## src/rtl/core/vpmr_pkg.sv

```systemverilog
// vpmr_pkg: shared constants, codes and types of the planar display memory read path
// used by every file under rtl/core but vpmr_ram; depends on nothing
package vpmr_pkg;

	// plane geometry
	localparam int PLANE_BYTES = 65536;
	localparam int PLANE_AW    = $clog2(PLANE_BYTES);
	localparam int NUM_PLANES  = 4;

	// field widths
	localparam int ADDR_W  = 20;
	localparam int OFF_W   = 17;
	localparam int MODE_W  = 2;
	localparam int PLANE_W = 2;
	localparam int BYTE_W  = 8;
	localparam int DATA_W  = 32;
	localparam int CFG_IW  = 3;

	// address constants
	localparam logic [ADDR_W-1:0] APERTURE_BASE = 20'hA0000;
	localparam logic [ADDR_W-1:0] PLANE_LIMIT   = ADDR_W'(PLANE_BYTES);
	localparam logic [BYTE_W-1:0] BYTE_FF       = 8'hFF;

	// item kinds carried in tuser
	localparam logic [MODE_W-1:0] MODE_LOAD  = 2'd0;
	localparam logic [MODE_W-1:0] MODE_BYTE  = 2'd1;
	localparam logic [MODE_W-1:0] MODE_WORD  = 2'd2;
	localparam logic [MODE_W-1:0] MODE_DWORD = 2'd3;

	// configuration register indexes
	localparam logic [CFG_IW-1:0] CFG_WINDOW_LOW      = 3'd0;
	localparam logic [CFG_IW-1:0] CFG_WINDOW_HIGH     = 3'd1;
	localparam logic [CFG_IW-1:0] CFG_CHAIN4_ENABLE   = 3'd2;
	localparam logic [CFG_IW-1:0] CFG_ODD_EVEN_ENABLE = 3'd3;
	localparam logic [CFG_IW-1:0] CFG_READ_MODE       = 3'd4;
	localparam logic [CFG_IW-1:0] CFG_READ_MAP_SELECT = 3'd5;
	localparam logic [CFG_IW-1:0] CFG_COLOR_COMPARE   = 3'd6;
	localparam logic [CFG_IW-1:0] CFG_COLOR_DONT_CARE = 3'd7;

	// configuration reset values
	localparam logic [ADDR_W-1:0] WINDOW_LOW_RESET  = 20'hA0000;
	localparam logic [ADDR_W-1:0] WINDOW_HIGH_RESET = 20'hBFFFF;
	localparam logic [3:0]        DONT_CARE_RESET   = 4'hF;

	// queue between front and back
	localparam int QUEUE_DEPTH = 2;
	localparam int QUEUE_AW    = $clog2(QUEUE_DEPTH);

	typedef struct packed {
		logic [ADDR_W-1:0] window_low;
		logic [ADDR_W-1:0] window_high;
		logic              chain4;
		logic              odd_even;
		logic              read_mode;
		logic [1:0]        read_map_select;
		logic [3:0]        color_compare;
		logic [3:0]        color_dont_care;
	} cfg_t;

	// one classified item as held in the queue
	typedef struct packed {
		logic               is_load;
		logic               load_ok;
		logic [1:0]         last_byte;
		logic [OFF_W-1:0]   offset;
		logic [PLANE_W-1:0] plane;
		logic [BYTE_W-1:0]  data;
	} item_t;

endpackage

```

## src/rtl/core/vpmr_front.sv

```systemverilog
// vpmr_front: accepts input transactions, classifies them and holds them in a short queue
// depends on vpmr_pkg
module vpmr_front (
	input  logic                         clk,
	input  logic                         arst_n,
	input  logic                         s_axis_tvalid,
	output logic                         s_axis_tready,
	// tdata: offset[16:0], load_plane[18:17], load_data[26:19], zero[31:27]
	input  logic [31:0]                  s_axis_tdata,
	// tuser: mode[1:0]
	input  logic [vpmr_pkg::MODE_W-1:0]  s_axis_tuser,
	output logic                         q_valid,
	output vpmr_pkg::item_t              q_item,
	input  logic                         q_pop
);

	vpmr_pkg::item_t                  entry_q [vpmr_pkg::QUEUE_DEPTH];
	logic [vpmr_pkg::QUEUE_AW-1:0]    wr_ptr_q;
	logic [vpmr_pkg::QUEUE_AW-1:0]    rd_ptr_q;
	logic [vpmr_pkg::QUEUE_AW:0]      count_q;
	vpmr_pkg::item_t                  item_c;
	logic                             push;

	assign s_axis_tready = count_q != (vpmr_pkg::QUEUE_AW+1)'(vpmr_pkg::QUEUE_DEPTH);
	assign push          = s_axis_tvalid && s_axis_tready;
	assign q_valid       = count_q != '0;
	assign q_item        = entry_q[rd_ptr_q];

	// classify the incoming item
	always_comb begin
		item_c.offset  = s_axis_tdata[16:0];
		item_c.plane   = s_axis_tdata[18:17];
		item_c.data    = s_axis_tdata[26:19];
		item_c.is_load = s_axis_tuser == vpmr_pkg::MODE_LOAD;
		item_c.load_ok = {3'b000, s_axis_tdata[16:0]} < vpmr_pkg::PLANE_LIMIT;
		case (s_axis_tuser)
			vpmr_pkg::MODE_BYTE:  item_c.last_byte = 2'd0;
			vpmr_pkg::MODE_WORD:  item_c.last_byte = 2'd1;
			vpmr_pkg::MODE_DWORD: item_c.last_byte = 2'd3;
			default:              item_c.last_byte = 2'd0;
		endcase
	end

	// queue storage
	always_ff @(posedge clk) begin
		if (push) begin
			entry_q[wr_ptr_q] <= item_c;
		end
	end

	// queue pointers and fill count
	always_ff @(posedge clk or negedge arst_n) begin
		if (!arst_n) begin
			wr_ptr_q <= '0;
			rd_ptr_q <= '0;
			count_q  <= '0;
		end else begin
			if (push) begin
				wr_ptr_q <= wr_ptr_q + 1'b1;
			end
			if (q_pop) begin
				rd_ptr_q <= rd_ptr_q + 1'b1;
			end
			if (push && !q_pop) begin
				count_q <= count_q + 1'b1;
			end else if (!push && q_pop) begin
				count_q <= count_q - 1'b1;
			end
		end
	end

endmodule

```

## config.mk

```make
export PLATFORM = sky130hd
export DESIGN_NAME = vpmr_front
export DESIGN_NICKNAME = d
export VERILOG_FILES = /design/src/rtl/core/vpmr_pkg.sv /design/src/rtl/core/vpmr_front.sv
export SDC_FILE = /design/constraint.sdc
export NUM_CORES = 1
export LEC_CHECK = 0
export BUFFER_PORTS_ARGS = -buffer_cell sky130_fd_sc_hd__buf_2
export CAP_MARGIN = 20
export CELL_PAD_IN_SITES_DETAIL_PLACEMENT = 1
export CELL_PAD_IN_SITES_GLOBAL_PLACEMENT = 2
export CORE_MARGIN = 8
export CORE_UTILIZATION = 30
export DETAILED_ROUTE_END_ITERATION = 7
export PLACE_DENSITY_LB_ADDON = 0.1
export SETUP_SLACK_MARGIN = 0.05
export SKIP_LAST_GASP = 1
export SLEW_MARGIN = 20
export SYNTH_ARGS = -nofsm -noshare
export SYNTH_HDL_FRONTEND = slang
export SYNTH_SLANG_ARGS = --single-unit
```

## constraint.sdc

```tcl
create_clock -name clk -period 6.4 [get_ports clk]
set_input_delay 0.64 -clock clk [delete_from_list [all_inputs] [get_ports clk]]
set_output_delay 0.64 -clock clk [all_outputs]
set_load 0.1 [all_outputs]
```

## Word level (Yosys, flattened, before mapping)

Memories as Yosys holds them, arrays and structs flattened.
Cells that the tools add are included.

- RAM bits: 62
- Memories: 1
- Output and inout port bits: 33
- Logic and storage cells: 25
- Bits in registers: 4

Memories:

| memory | words | bits a word | rd ports | clocked after memory_dff | write ports | RTL line | text |
|---|---|---|---|---|---|---|---|
| entry_q | 2 | 31 | 1 | 0 | 1 | vpmr_front.sv:17 | `vpmr_pkg::item_t entry_q [vpmr_pkg::QUEUE_DEPTH];` |

- Magnitude comparators: 1
- Equal/unequal tests: 3
- Reductions and logical operators: 8
- Muxes and demuxes: 5
- $add $sub $neg: 4

Operators with widths:

| kind | count |
|---|---|
| less-than comparator 17 bit (second input constant) | 1 |
| == test 2 bit (second input constant) | 2 |
| 2-to-1 mux 2 bit | 2 |
| case mux 2 bit (2 select lines) | 1 |
| nonzero test 2 bit | 2 |
| logical AND 1 bit | 3 |
| adder 1 bit (second input constant) | 2 |
| adder 2 x 1 -> 2 bit (second input constant) | 1 |
| zero test 1 bit | 2 |
| zero test 2 bit | 1 |
| 2-to-1 mux 1 bit | 2 |
| inequality test 2 bit (second input constant) | 1 |
| subtractor 2 x 1 -> 2 bit (second input constant) | 1 |

## Longest topological paths before layout

- Word-level depth: 6
- Gate-level depth with buffers: 7

## Worst setup path before layout

Ideal clock, no wire load.

- Path kind: flip-flop to flip-flop
- Start: reg count_q[0] (netlist bit)
- End: mem entry_q[0][0] (netlist bit), enable pin
- Data arrival time: 2801 ps
- Data required time: 5981 ps
- Stages on the path, launching flop included: 4
- Path buffers: 0
- Path slack: 3180 ps
- Cell sequence: dfrtp_1 nand2b_1 nand2_1 nor2_1

- Cells in the longest elaborated chain, start to end: 4

Ends and longest elaborated chain:

| element | RTL line | text |
|---|---|---|
| from (decl) | vpmr_front.sv:20 | `logic [vpmr_pkg::QUEUE_AW:0] count_q;` |
| from (signal assigned) | vpmr_front.sv:65 | `count_q <= count_q + 1'b1;` |
| from (signal assigned) | vpmr_front.sv:67 | `count_q <= count_q - 1'b1;` |
| inequality test 2 bit | vpmr_front.sv:24 | `assign s_axis_tready = count_q != (vpmr_pkg::QUEUE_AW+1)'(vpmr_pkg::QUEUE_DEPTH);` |
| via s_axis_tready | vpmr_front.sv:7 | `output logic s_axis_tready,` |
| logical AND 1 bit | vpmr_front.sv:25 | `assign push = s_axis_tvalid && s_axis_tready;` |
| 2-to-1 mux 1 bit | vpmr_front.sv:46 | `if (push) begin` |
| 2-to-1 mux 1 bit (not written as such) | vpmr_front.sv:47 | `entry_q[wr_ptr_q] <= item_c;` |
| to (decl) | vpmr_front.sv:17 |  |

The timed path passes the listed nets, and every way through them passes these cells.

==> results.ini <==
[die]
die_w_um=109
io_pins=71
start_util_pct=30.4
die_area_mm2=0.0119
core-area_mm2=0.00855
rows=34
die_height_um=109

[grt]
grt_pass1_wl_mm=7.57
antenna_found_initial=0
grt_usage_pct=8.78
grt-ovfl-total=0
grt_pass1_vias=1484
grt_max_degree=33

[critical_path]
critPathSlowestCell=dfrtp_2
crit_family=flip-flops
path_cells=mux2_4 -> buf_2
cp-start-kind=flop
critical-path-max-stage-delay_ns=1.05
rr_worst_depth=3
worstSetupEndpointType=output pin
cp.required_ns=5.76
worstSetupPathDepth=2
criticalPathCategory=flop to output pin
critPathBufInv=1
crit_fanout=32
arrival_ns=2.13

[placement]
post-dp-hpwl_mm=3.29
io_buffers=65
place_congestion=0.694

[clocking]
clk_latency_ns=0.33
cts_buffers=9
clock_tree.root_cell=clkbuf_8
htreeDepth=3
cts_tree=yes
clock_sinks=66
clk_pin_slew_ns=0.06
ctsHoldBuffers=0
cts_resized=0
clockBufferDepth=2
cts_setup_buffers=0

[synthesis]
synthCells=119
seq_area_frac_synth_pct=75.4
synth-seq-cells=66
syn-num-nets=158
ys_types=17
avgSynthCellArea_um2=21.9
ys_warn_count=0
synth_area_mm2=0.00260

[layout]
layout_commonest_cell=buf_2
n_antenna_cell=0
drive_above_1_share_pct=57.7
final_cell_mix=buf_2 (65), edfxtp_1 (62), mux2_4 (29), clkbuf_8 (9)
area_delta_synth_final_pct=21.0
final_util_pct=36.8
layout.nets=229

[run]
maxCapViolCount=0

[outcome]
outcome=complete, no violations

[timing]
worst_pin_slew_ns=1.03
timing.setup.tns_ns=0
max_slew_margin_pct=31.2
final_max_slew_viol_count=0
fmax_mhz=361
hold_viol=0
rsz0062_at_grt=no
min_period_over_period_pct=43.3
finClkSkew_ns=0.00419
period_needed_ns=2.77
finalSetupViolations=0

[routing]
vias_per_cell=4.18
drc=0
routed_wl_mm=4.96
vias=1261
wl_per_cell_um=16.4
first_pass_iters=4
drt_iter0_markers=21
detail-route-antenna-nets=0

[hold_path]
hp-class=input pin to asynchronous set/reset pin

logic make-up (layout without fill, tap and decap cells):
logic type / count (synthesis) / in the layout / synth area share [%]
buffers and inverters: 8 / 83 / 3.32
XOR/XNOR: 5 / 5 / 1.68
adder cells (fa/ha/maj): 1 / 1 / 0.481
multiplexers: 31 / 31 / 17.6
AND/OR/NAND/NOR: 8 / 8 / 1.54
flip-flops: 66 / 66 / 75.4
metal layers:
metal	vias up	global-route usage [%]	part of all wire [%]
li1	589	-	-
met1	622	8.98	39
met2	39	14.9	52
met3	11	2.96	6.4
met4	0	6.16	2.6
met5	-	0	0
through the flow:
step	hold WS (ns)	setup WS, ns	cell area (um^2)	std cells
detailed placement	0.453	3.92	3000	287
global placement	0.446	3.93	3000	287
CTS	0.0873	3.55	3150	302
floorplan	0.344	3.18	2600	119
global route	0.0913	3.49	3150	302
finish	0.104	3.63	3150	302
cell type report:
class	instances	area, um^2
Clock buffer	10	128
Timing Repair Buffer	65	325
Tap cell	108	135
Clock inverter	5	22.5
Multi-Input combinational cell	45	563
Sequential cell	66	1960
Fill cell	887	5400
Inverter	3	11.3
final timing paths:
kind / start / endpoint / slack [ns]
min: arst_n / count_q[0]$_DFFE_PN0P_ / 0.10
min reg2reg: count_q[1]$_DFFE_PN0P_ / count_q[1]$_DFFE_PN0P_ / 0.50
max reg2reg: count_q[0]$_DFFE_PN0P_ / entry_q[0][24]$_DFFE_PP_ / 4.53
min in group clk: s_axis_tdata[18] / entry_q[0][9]$_DFFE_PP_ / 0.49
max: rd_ptr_q$_DFFE_PN0P_ / q_item[1] / 3.63
max in group asynchronous: arst_n / rd_ptr_q$_DFFE_PN0P_ / 6.16
synthesized netlist by cell type:
master	instances	area, um^2
xor2_1	3	26.3
edfxtp_1	62	1860
clkbuf_1	1	3.75
or2_2	1	6.26
xnor2_1	2	17.5
dfrtp_1	4	100
buf_6	1	11.3
nand2b_1	1	6.26
nand2_1	1	3.75
buf_12	3	60.1
ha_1	1	12.5
and2_1	1	6.26
and3_1	1	6.26
inv_1	3	11.3
nor2_1	3	11.3
mux2_2	2	22.5
mux2_4	29	435
sequential cells by signal (all words and copies together), names as in the netlist:
| signal | count |
|---|---|
| rd_ptr_q | 1 |
| wr_ptr_q | 1 |
| count_q | 2 |
| entry_q | 62 |
Power is not shown: default switching activity piles up to over one toggle a cycle in this logic, so the estimate is an artifact.
